==> src/hw/rtl/mvf_pkg.sv <==
// ----------------------------------------------------------------------------
// mvf_pkg
// Shared widths, request kinds and defaults for the missing value finder.
// ----------------------------------------------------------------------------
`timescale 1ns / 1ps

package mvf_pkg;

  localparam int KIND_W          = 2;
  localparam int VALUE_W         = 10;
  localparam int CURSOR_W        = VALUE_W + 1;
  localparam int IN_TDATA_W      = 16;
  localparam int OUT_TDATA_W     = 16;
  localparam int VALUE_RANGE_DEF = 1024;
  localparam int MAP_WORD_MAX    = 32;

  localparam logic [KIND_W-1:0] KIND_LOAD  = 2'd0;
  localparam logic [KIND_W-1:0] KIND_QUERY = 2'd1;
  localparam logic [KIND_W-1:0] KIND_CLEAR = 2'd2;

endpackage

==> src/hw/rtl/missing_value_finder_core.sv <==
// ----------------------------------------------------------------------------
// missing_value_finder_core
// Presence bitmap with running min/max; queries walk the bitmap word by word
// and return the next value between min and max that was never loaded.
// ----------------------------------------------------------------------------
//
//  channel | direction | tdata                  | tuser
//  --------+-----------+------------------------+-------------
//  in_     | slave     | [9:0] value            | [1:0] kind
//  out_    | master    | [9:0] missing_value    | [0] found
//
//  Load: read word, write word back. Clear: the row valid flags drop at
//  once, so no clearing pass is needed. Query: one bitmap word is walked
//  per read (at most 32 values per word), bounded by the single memory read
//  port; no-data queries skip the walk and go straight to the result.
//  One request is worked on at a time; a finished result sits in the output
//  register while further requests are taken. rst_n is synchronous.
// ----------------------------------------------------------------------------
`timescale 1ns / 1ps

module missing_value_finder_core
  import mvf_pkg::*;
#(
  parameter int VALUE_RANGE = VALUE_RANGE_DEF
) (
  input  logic                   clk,
  input  logic                   rst_n,
  input  logic                   in_tvalid,
  output logic                   in_tready,
  input  logic [IN_TDATA_W-1:0]  in_tdata,   // [9:0] value, rest zero
  input  logic [KIND_W-1:0]      in_tuser,   // [1:0] kind
  output logic                   out_tvalid,
  input  logic                   out_tready,
  output logic [OUT_TDATA_W-1:0] out_tdata,  // [9:0] missing_value, rest zero
  output logic                   out_tuser   // [0] found
);

  // values above the field width never arrive, so storage stops there
  localparam int ER  = (VALUE_RANGE < (2 ** VALUE_W)) ? VALUE_RANGE : (2 ** VALUE_W);
  localparam int W   = (ER >= MAP_WORD_MAX) ? MAP_WORD_MAX : (2 ** $clog2(ER));
  localparam int LB  = $clog2(W);
  localparam int NW  = (ER + W - 1) / W;
  localparam int WAW = (NW > 1) ? $clog2(NW) : 1;

  typedef enum logic [3:0] {
    S_IDLE = 4'b0001,
    S_LOAD = 4'b0010,
    S_SCAN = 4'b0100,
    S_DONE = 4'b1000
  } state_t;

  state_t                state_r, state_nxt;
  logic                  any_loaded_r, any_loaded_nxt;
  logic                  started_r, started_nxt;
  logic [VALUE_W-1:0]    low_r, low_nxt;
  logic [VALUE_W-1:0]    high_r, high_nxt;
  logic [CURSOR_W-1:0]   cur_r, cur_nxt;
  logic [NW-1:0]         row_vld_r, row_vld_nxt;
  logic [VALUE_W-1:0]    ld_val_r, ld_val_nxt;
  logic [VALUE_W-1:0]    res_val_r, res_val_nxt;
  logic                  res_found_r, res_found_nxt;
  logic                  out_valid_r, out_valid_nxt;
  logic [VALUE_W-1:0]    out_val_r, out_val_nxt;
  logic                  out_found_r, out_found_nxt;

  logic [W-1:0]          mem [NW];
  logic [W-1:0]          rd_data_r;
  logic                  rd_vld_r;
  logic                  rd_en, wr_en;
  logic [WAW-1:0]        rd_addr, wr_addr;
  logic [W-1:0]          wr_data;

  logic                  in_acc;
  logic [KIND_W-1:0]     in_kind;
  logic [VALUE_W-1:0]    in_val;
  logic                  in_val_ok;
  logic [CURSOR_W-1:0]   start_j;
  logic [W-1:0]          word_eff;
  logic [W-1:0]          cand;
  logic [LB-1:0]         hit_idx;
  logic                  hit;
  logic                  hi_same;
  logic [LB-1:0]         cur_off, hi_off, ld_off;
  logic [CURSOR_W-1:0]   word_base, hit_pos;

  assign in_kind   = in_tuser;
  assign in_val    = in_tdata[VALUE_W-1:0];
  assign in_val_ok = (32'(in_val) < VALUE_RANGE);
  assign in_tready = (state_r == S_IDLE);
  assign in_acc    = in_tvalid && in_tready;

  assign start_j   = started_r ? cur_r : CURSOR_W'(low_r);
  assign word_eff  = rd_data_r & {W{rd_vld_r}};
  assign cur_off   = cur_r[LB-1:0];
  assign hi_off    = high_r[LB-1:0];
  assign ld_off    = ld_val_r[LB-1:0];
  assign hi_same   = ((CURSOR_W'(high_r) >> LB) == (cur_r >> LB));
  assign word_base = cur_r & ~CURSOR_W'(W - 1);
  assign hit_pos   = word_base | CURSOR_W'(hit_idx);

  // absent bits from the cursor up to the max, then first one of them
  always_comb begin
    cand    = '0;
    hit_idx = '0;
    for (int i = 0; i < W; i++) begin
      cand[i] = !word_eff[i] && (LB'(i) >= cur_off) && (!hi_same || (LB'(i) <= hi_off));
    end
    for (int i = W - 1; i >= 0; i--) begin
      if (cand[i]) hit_idx = LB'(i);
    end
    hit = |cand;
  end

  always_comb begin
    state_nxt      = state_r;
    any_loaded_nxt = any_loaded_r;
    started_nxt    = started_r;
    low_nxt        = low_r;
    high_nxt       = high_r;
    cur_nxt        = cur_r;
    row_vld_nxt    = row_vld_r;
    ld_val_nxt     = ld_val_r;
    res_val_nxt    = res_val_r;
    res_found_nxt  = res_found_r;
    out_valid_nxt  = out_valid_r && !out_tready;
    out_val_nxt    = out_val_r;
    out_found_nxt  = out_found_r;
    rd_en          = 1'b0;
    rd_addr        = WAW'(cur_r >> LB);
    wr_en          = 1'b0;
    wr_addr        = WAW'(ld_val_r >> LB);
    wr_data        = word_eff | (W'(1) << ld_off);

    case (state_r)
      S_IDLE: begin
        if (in_acc) begin
          case (in_kind)
            KIND_LOAD: begin
              if (in_val_ok) begin
                ld_val_nxt     = in_val;
                rd_en          = 1'b1;
                rd_addr        = WAW'(in_val >> LB);
                any_loaded_nxt = 1'b1;
                started_nxt    = 1'b0;
                if (!any_loaded_r) begin
                  low_nxt  = in_val;
                  high_nxt = in_val;
                end else begin
                  if (in_val < low_r)  low_nxt  = in_val;
                  if (in_val > high_r) high_nxt = in_val;
                end
                state_nxt = S_LOAD;
              end
            end
            KIND_QUERY: begin
              res_val_nxt   = '0;
              res_found_nxt = 1'b0;
              if (!any_loaded_r) begin
                state_nxt = S_DONE;
              end else begin
                started_nxt = 1'b1;
                cur_nxt     = start_j;
                if (start_j > CURSOR_W'(high_r)) begin
                  state_nxt = S_DONE;
                end else begin
                  rd_en     = 1'b1;
                  rd_addr   = WAW'(start_j >> LB);
                  state_nxt = S_SCAN;
                end
              end
            end
            KIND_CLEAR: begin
              any_loaded_nxt = 1'b0;
              started_nxt    = 1'b0;
              low_nxt        = '0;
              high_nxt       = '0;
              cur_nxt        = '0;
              row_vld_nxt    = '0;
            end
            default: ;
          endcase
        end
      end
      S_LOAD: begin
        wr_en                = 1'b1;
        row_vld_nxt[wr_addr] = 1'b1;
        state_nxt            = S_IDLE;
      end
      S_SCAN: begin
        if (hit) begin
          res_val_nxt   = hit_pos[VALUE_W-1:0];
          res_found_nxt = 1'b1;
          cur_nxt       = hit_pos + CURSOR_W'(1);
          state_nxt     = S_DONE;
        end else if (hi_same) begin
          cur_nxt   = CURSOR_W'(high_r) + CURSOR_W'(1);
          state_nxt = S_DONE;
        end else begin
          cur_nxt   = word_base + CURSOR_W'(W);
          rd_en     = 1'b1;
          rd_addr   = WAW'((word_base + CURSOR_W'(W)) >> LB);
        end
      end
      S_DONE: begin
        if (!out_valid_r || out_tready) begin
          out_valid_nxt = 1'b1;
          out_val_nxt   = res_val_r;
          out_found_nxt = res_found_r;
          state_nxt     = S_IDLE;
        end
      end
      default: state_nxt = S_IDLE;
    endcase
  end

  always_ff @(posedge clk) begin
    if (wr_en) mem[wr_addr] <= wr_data;
    if (rd_en) begin
      rd_data_r <= mem[rd_addr];
      rd_vld_r  <= row_vld_r[rd_addr];
    end
  end

  always_ff @(posedge clk) begin
    if (!rst_n) begin
      state_r      <= S_IDLE;
      any_loaded_r <= 1'b0;
      started_r    <= 1'b0;
      low_r        <= '0;
      high_r       <= '0;
      cur_r        <= '0;
      row_vld_r    <= '0;
      out_valid_r  <= 1'b0;
    end else begin
      state_r      <= state_nxt;
      any_loaded_r <= any_loaded_nxt;
      started_r    <= started_nxt;
      low_r        <= low_nxt;
      high_r       <= high_nxt;
      cur_r        <= cur_nxt;
      row_vld_r    <= row_vld_nxt;
      out_valid_r  <= out_valid_nxt;
    end
  end

  always_ff @(posedge clk) begin
    ld_val_r    <= ld_val_nxt;
    res_val_r   <= res_val_nxt;
    res_found_r <= res_found_nxt;
    out_val_r   <= out_val_nxt;
    out_found_r <= out_found_nxt;
  end

  assign out_tvalid = out_valid_r;
  assign out_tdata  = OUT_TDATA_W'(out_val_r);
  assign out_tuser  = out_found_r;

  // a clear request empties every bitmap row by the next cycle
  a_clear_rows: assert property (@(posedge clk) disable iff (!rst_n)
    (in_acc && in_kind == KIND_CLEAR) |=> (row_vld_r == '0))
    else $error("bitmap rows still valid after clear");

  // a word walk only runs on a non-empty set with the cursor inside min..max
  a_scan_bounds: assert property (@(posedge clk) disable iff (!rst_n)
    (state_r == S_SCAN) |-> (any_loaded_r && cur_r <= CURSOR_W'(high_r)
                             && cur_r >= CURSOR_W'(low_r)))
    else $error("scan cursor outside loaded range");

  // a new result only enters the output register from the done state
  a_out_src: assert property (@(posedge clk) disable iff (!rst_n)
    $rose(out_valid_r) |-> $past(state_r == S_DONE))
    else $error("result pushed outside done state");

  // a load write-back always follows a marked-present set
  a_load_set: assert property (@(posedge clk) disable iff (!rst_n)
    (state_r == S_LOAD) |-> (any_loaded_r && !started_r))
    else $error("load write-back without set update");

endmodule
==> config.mk <==
export PLATFORM = sky130hd
export DESIGN_NAME = missing_value_finder_core
export DESIGN_NICKNAME = d
export VERILOG_FILES = /design/src/hw/rtl/mvf_pkg.sv /design/src/hw/rtl/missing_value_finder_core.sv
export SDC_FILE = /design/constraint.sdc
export NUM_CORES = 2
export LEC_CHECK = 0
export BUFFER_PORTS_ARGS = -buffer_cell sky130_fd_sc_hd__buf_4
export CORE_MARGIN = 2
export CORE_UTILIZATION = 35
export DETAILED_ROUTE_END_ITERATION = 7
export PLACE_DENSITY_LB_ADDON = 0.08
export SLEW_MARGIN = 20
export SYNTH_ARGS = -nofsm -noshare
export SYNTH_HDL_FRONTEND = slang
export SYNTH_SLANG_ARGS = --single-unit
export TNS_END_PERCENT = 10
==> constraint.sdc <==
create_clock -name clk -period 7.8 [get_ports clk]
set_input_delay 0 -clock clk [delete_from_list [all_inputs] [get_ports clk]]
set_output_delay 0 -clock clk [all_outputs]
set_load 0.01 [all_outputs]
# Word level (Yosys, flattened, before mapping)
# Memory sizes are Yosys's and may differ from the RTL's. A register that Yosys moved wholly into a read port is not among the register bits.
# Index checks and enable logic that the tools add are counted.
# op_classes
n_addsub	3
n_lt_le_gt_ge	70
eq_ne	19
shifts	1
mux	90
bitwise_logic	4
n_reduce_logical	152
# op_table
op	count
2-to-1 mux 5 bit	37
greater-or-equal comparator 5 bit (first input constant)	16
<= comparator 5 bit (first input constant)	16
2-to-1 mux 10 bit	7
logical AND 1 bit	67
2-to-1 mux 32 bit	2
bitwise OR 32 bit	2
case mux 32 bit (2 select lines)	1
case mux 10 bit (2 select lines)	3
2-to-1 mux 11 bit	5
case mux 11 bit (2 select lines)	2
greater-or-equal comparator 4 x 5 -> 1 bit (first input constant)	8
<= comparator 4 x 5 -> 1 bit (first input constant)	8
zero test 1 bit	35
logical OR 1 bit	33
bitwise AND 32 bit	1
OR reduction 32 bit	1
<< shifter 1 x 5 -> 32 bit (first input constant)	1
2-to-1 mux 4 bit	6
AND reduction 4 bit	6
greater-or-equal comparator 3 x 5 -> 1 bit (first input constant)	4
<= comparator 3 x 5 -> 1 bit (first input constant)	4
case mux 5 bit (2 select lines)	2
2-to-1 mux 1 bit	16
other kinds (34)	56
# totals
ff_bits	103
mem_bits_rw	1024
input_bits	22
output_inout_bits	19
word_cells	354
n_memories	1
# mem_list
name	words	width	rd	rd_clocked_by_memory_dff	wr	line_no	source
mem	32	32	1	1	1	missing_value_finder_core.sv:66	logic [W-1:0] mem [NW];

# Logic depth before layout (Yosys ltp)
# logic_depth
depth_word	40
mapped_depth	21

# Worst setup path before layout
# No wires, ideal clock.
# synth_timing
kind	register to register
startpoint	register high_r[0]
endpoint	register rd_data_r[10], read port of mem, data pin
arrival_ps	4113
required_time_ps	7548
path_slack_ps	3434
path_stages_with_launch	18
synth_period_minus_slack_ps	4366
path_cell_list	dfxtp_1 -> clkbuf_1 -> inv_1 -> ha_1 -> a21o_1 -> a21oi_1 -> o211ai_1 -> a2111oi_4 -> nand4_4 -> nor4_4 -> a211oi_1 -> a311oi_4 -> buf_6 -> nor4b_4 -> buf_6 -> a32oi_1 -> nand4_1 -> nor2_1
# synth_between
elab_chain_len	6
# synth_rtl
item	line_no	source
start: declaration	missing_value_finder_core.sv:56	logic [VALUE_W-1:0] high_r, high_nxt;
start signal: assignment	missing_value_finder_core.sv:239	high_r <= high_nxt;
> comparator 11 x 10 -> 1 bit (tied with other cells)	missing_value_finder_core.sv:163	if (start_j > CURSOR_W'(high_r)) begin
2-to-1 mux 5 bit (tied with other cells)	missing_value_finder_core.sv:163	
2-to-1 mux 5 bit (tied with other cells)	missing_value_finder_core.sv:158	if (!any_loaded_r) begin
case mux 5 bit (2 select lines) (tied with other cells)	missing_value_finder_core.sv:137	case (in_kind)
2-to-1 mux 5 bit (tied with other cells)	missing_value_finder_core.sv:136	if (in_acc) begin
case mux 5 bit (2 select lines) / case mux 1 bit (2 select lines) (equally long branches)	missing_value_finder_core.sv:134	case (state_r)
end: declaration	missing_value_finder_core.sv:67	logic [W-1:0] rd_data_r;
# Parallel ways exist; a longest one is shown, timed or not.
# A chain may end at the register's enable or synchronous reset.

# Worst setup path in the final report
# layout_timing
startpoint	register cur_r[7]
endpoint	register rd_data_r[20], read port of mem, data pin
# layout_between
elab_chain_len	7
# layout_rtl
item	line_no	source
start: declaration	missing_value_finder_core.sv:57	logic [CURSOR_W-1:0] cur_r, cur_nxt;
start signal: assignment	missing_value_finder_core.sv:240	cur_r <= cur_nxt;
2-to-1 mux 11 bit / equality test 5 x 6 -> 1 bit (equally long branches)	missing_value_finder_core.sv:92, missing_value_finder_core.sv:97	
> comparator 11 x 10 -> 1 bit / zero test 1 bit (equally long branches)	missing_value_finder_core.sv:163, missing_value_finder_core.sv:106	
2-to-1 mux 5 bit (tied with other cells)	missing_value_finder_core.sv:163	
2-to-1 mux 5 bit (tied with other cells)	missing_value_finder_core.sv:158	
case mux 5 bit (2 select lines) (tied with other cells)	missing_value_finder_core.sv:137	
2-to-1 mux 5 bit (tied with other cells)	missing_value_finder_core.sv:136	
case mux 5 bit (2 select lines) / case mux 1 bit (2 select lines) (equally long branches)	missing_value_finder_core.sv:134	
# Parallel ways exist; a longest one is shown, timed or not.

==> results.py <==
metrics = {
    "place": {
        "portBuffers": 28,
        "dp_hpwl_mm": 83.3,
        "gp_congestion": 0.899,
        "dpl_cell_area_um2": 50700,
    },
    "finish": {
        "nNetsFinal": 3487,
        "drive_above_1_share_pct": 11.7,
        "utilization_pct": 40.3,
        "nFillCells": 12400,
        "syn2layout_area_growth_pct": 14.2,
        "stdcell_area_um2": 54700,
    },
    "die": {
        "ios": 41,
        "initial_core_util_pct": 35.3,
        "coreArea_um2": 136000,
        "die_w_um": 374,
        "row_count": 135,
        "fp.dieH_um": 374,
        "dieArea_um2": 140000,
    },
    "clock_network": {
        "clk-insertion-delay-late_ps": 750,
        "cts_resized": 0,
        "cts.reportedPaths.clkPinSlew_ps": 60,
        "cts_tree": "built",
        "postCtsSetupRepairBufs": 0,
        "cts-root-buf": "clkbuf_16",
        "cts_inserted_buffers": 121,
        "cts_max_level": 3,
        "clockBufferDepth": 3,
        "cts.sinks": 1159,
    },
    "route": {
        "wl_per_cell_um": 28.0,
        "dr.pass1.iters": 6,
        "num_vias": 29600,
        "ant_nets": 0,
        "drc": 0,
        "drtIter0Drc": 2610,
        "routed_wl_mm": 149,
        "via_per_inst": 5.57,
    },
    "synthesis": {
        "yosysWarnings": 0,
        "syn_inst": 3368,
        "synth_edf_count": 1089,
        "ys_seq_area_share_pct": 71.2,
        "yosys.cell_types.count": 84,
        "synthesis.area_um2": 47900,
        "ys_ff_latch": 1159,
        "ys.flop_type": "edfxtp_1",
        "yosysTopAreaCellShare_pct": 68.3,
        "synth.area.top_cells": "edfxtp_1 68%, mux2i_1 5.8%, nand2_1 5.0%, a32oi_1 4.9%, dfxtp_1 2.9%",
        "postSynth.asyncResetShare_pct": 0,
        "synth_area_per_cell_um2": 14.2,
        "yosysTopAreaCell": "edfxtp_1",
    },
    "worst_setup_path": {
        "crit_top_cell": "nand4_1",
        "slowest_stage": "and4_1",
        "worst-path-buf-inv": 1,
        "path_class": "reg2reg",
        "endpoint_kind": "register",
        "worstSetupStartpointType": "register",
        "path_cells": "xnor2_2 -> and4_1 -> nand3_1 -> o31ai_1 -> nand4_1 -> nor4_4 -> and2b_1 -> or2_4 -> buf_4 -> nand2_1 -> a32oi_1 -> nand4_1 -> nor2_1",
        "slowest_delay_ps": 920,
        "crit_arrival_ps": 7170,
        "cp_max_fo": 43,
        "required_ps": 8360,
        "r2r_start": "cur_r[7]$_SDFFE_PN0P_",
        "crit_start": "cur_r[7]$_SDFFE_PN0P_",
        "critical_path.top_delay_family": "simple AND/OR/NAND/NOR gates",
    },
    "timing": {
        "max_freq_mhz": 151,
        "fin_tns_setup_ps": 0,
        "worst_pin_slew_ps": 1140,
        "grt_setup_unrepaired": "false",
        "relSlewSlack_pct": 23.5,
        "min_period_over_period_pct": 84.8,
        "fin_hold_ws_ps": 78.6,
        "fin_crit_ps": 6620,
        "finClkSkew_ps": 37.0,
        "setup_viol": 0,
        "final_hold_viol_count": 0,
        "drv_slew": 0,
    },
    "global_route": {
        "grt_pass1_wl_mm": 211,
        "grt_usage_pct": 20.9,
        "grt_start_max_net_pins": 88,
        "grt_pass1_vias": 29800,
        "antenna_found_initial": 2,
        "grt_overflow_total": 0,
    },
    "power_and_ir_drop": {
        "power_uw": 13700,
        "vdd_drop_max_uv": 181,
        "p_leak_uw": 0.0186,
        "cellPowerDensity_nw_per_um2": 250,
    },
    "run_status": {
        "status": "complete, no violations",
    },
    "min_path": {
        "hp-start": "in_tdata[7]",
        "min_path_type": "in2reg",
    },
    "flow_run": {
        "drv_cap": 0,
    },
}
layout by cell type (no fill, tap or decap), types with 35 or more instances in the layout:
master	n
o21ai_0	47
mux2i_1	279
nand3_1	52
nor2_1	116
nand4_1	79
dfxtp_1	70
a32oi_1	267
nand2_1	635
a21oi_1	90
edfxtp_1	1089
buf_4	108
ha_1	35
clkbuf_1	41
inv_1	36
clkbuf_16	122
synthesized netlist by cell type (8+ instances only):
library cell	instances
edfxtp_1	1089
nand2_1	637
mux2i_1	279
a32oi_1	267
nor2_1	150
a21oi_1	90
clkbuf_1	88
o21ai_0	80
nand4_1	79
dfxtp_1	70
buf_2	68
nand3_1	52
buf_4	36
inv_1	36
ha_1	35
a31oi_1	25
nor3_1	22
nand2b_1	16
buf_6	14
o211ai_1	14
nor2b_1	12
a21o_1	11
xnor2_1	11
and2_1	10
nand3b_1	9
a211oi_1	8
and3_1	8
o21a_1	8
sequential cells by signal (all words and copies together), names as in the netlist, 4 cells and up:
register	flops
cur_r	11
high_r	10
ld_val_r	10
low_r	10
mem	1024
out_val_r	10
rd_data_r	32
res_val_r	10
row_vld_r	32
state_r	4
per-stage QoR:
step	setup WS [ps]	std cells
floorplan	3430	3373
global placement	1340	5069
detailed placement	1290	5070
CTS	1240	5311
global route	854	5311
finish	1180	5313
final cells by class:
type / instances / area [µm²] / area share, %
Antenna cell: 2 / 5.00 / 0.00915
Clock buffer: 163 / 3210 / 5.86
Clock inverter: 60 / 489 / 0.894
Inverter: 38 / 143 / 0.261
Multi-Input combinational cell: 1964 / 13100 / 24.0
Sequential cell: 1159 / 34100 / 62.3
Tap cell: 1781 / 2230 / 4.07
Timing Repair Buffer: 146 / 1390 / 2.54
metal layers:
layer / share of wire [%] / global-route usage [%]
met1: 43 / 27.7
met2: 48 / 35.2
met3: 5.3 / 2.92
met4: 3.0 / 7.32
met5: 0 / 0
report_power, final:
group | switching, µW | total [µW] | internal, µW
logic | 971 | 1380 | 414
clock network | 2390 | 5400 | 3010
registers | 33.9 | 6880 | 6840
worst paths after layout:
| check | cells after the start | slack (ps) | end |
|---|---|---|---|
| min | 2 | 80 | ld_val_r[7]$_DFFE_PP_ |
| min reg2reg | 0 | 410 | out_val_r[8]$_DFFE_PP_ |
| max | 13 | 1180 | rd_data_r[20]$_DFFE_PP_ |
| max reg2reg | 13 | 1180 | rd_data_r[20]$_DFFE_PP_ |
cell families (layout without fill, tap and decap cells):
family          count (synthesis)  after routing  share of synthesized area, %
buf+inv                       250            407                          2.65
fa+ha+maj                      35             35                         0.914
mux                           281            281                          5.88
simple gates                 1062           1062                          10.2
compound gates                562            562                          8.76
flops                        1159           1159                          71.2
xor+xnor                       18             18                         0.392
other cells                     1              8                       0.00783
timing repair:
item / 4_1_cts / 5_1_grt
endpoints found under the setup margin: 0 / 0
hold buffers: 18 / 0
hold endpoints to repair: 56 / 0
No activity file was read; power rests on OpenSTA's default activity.
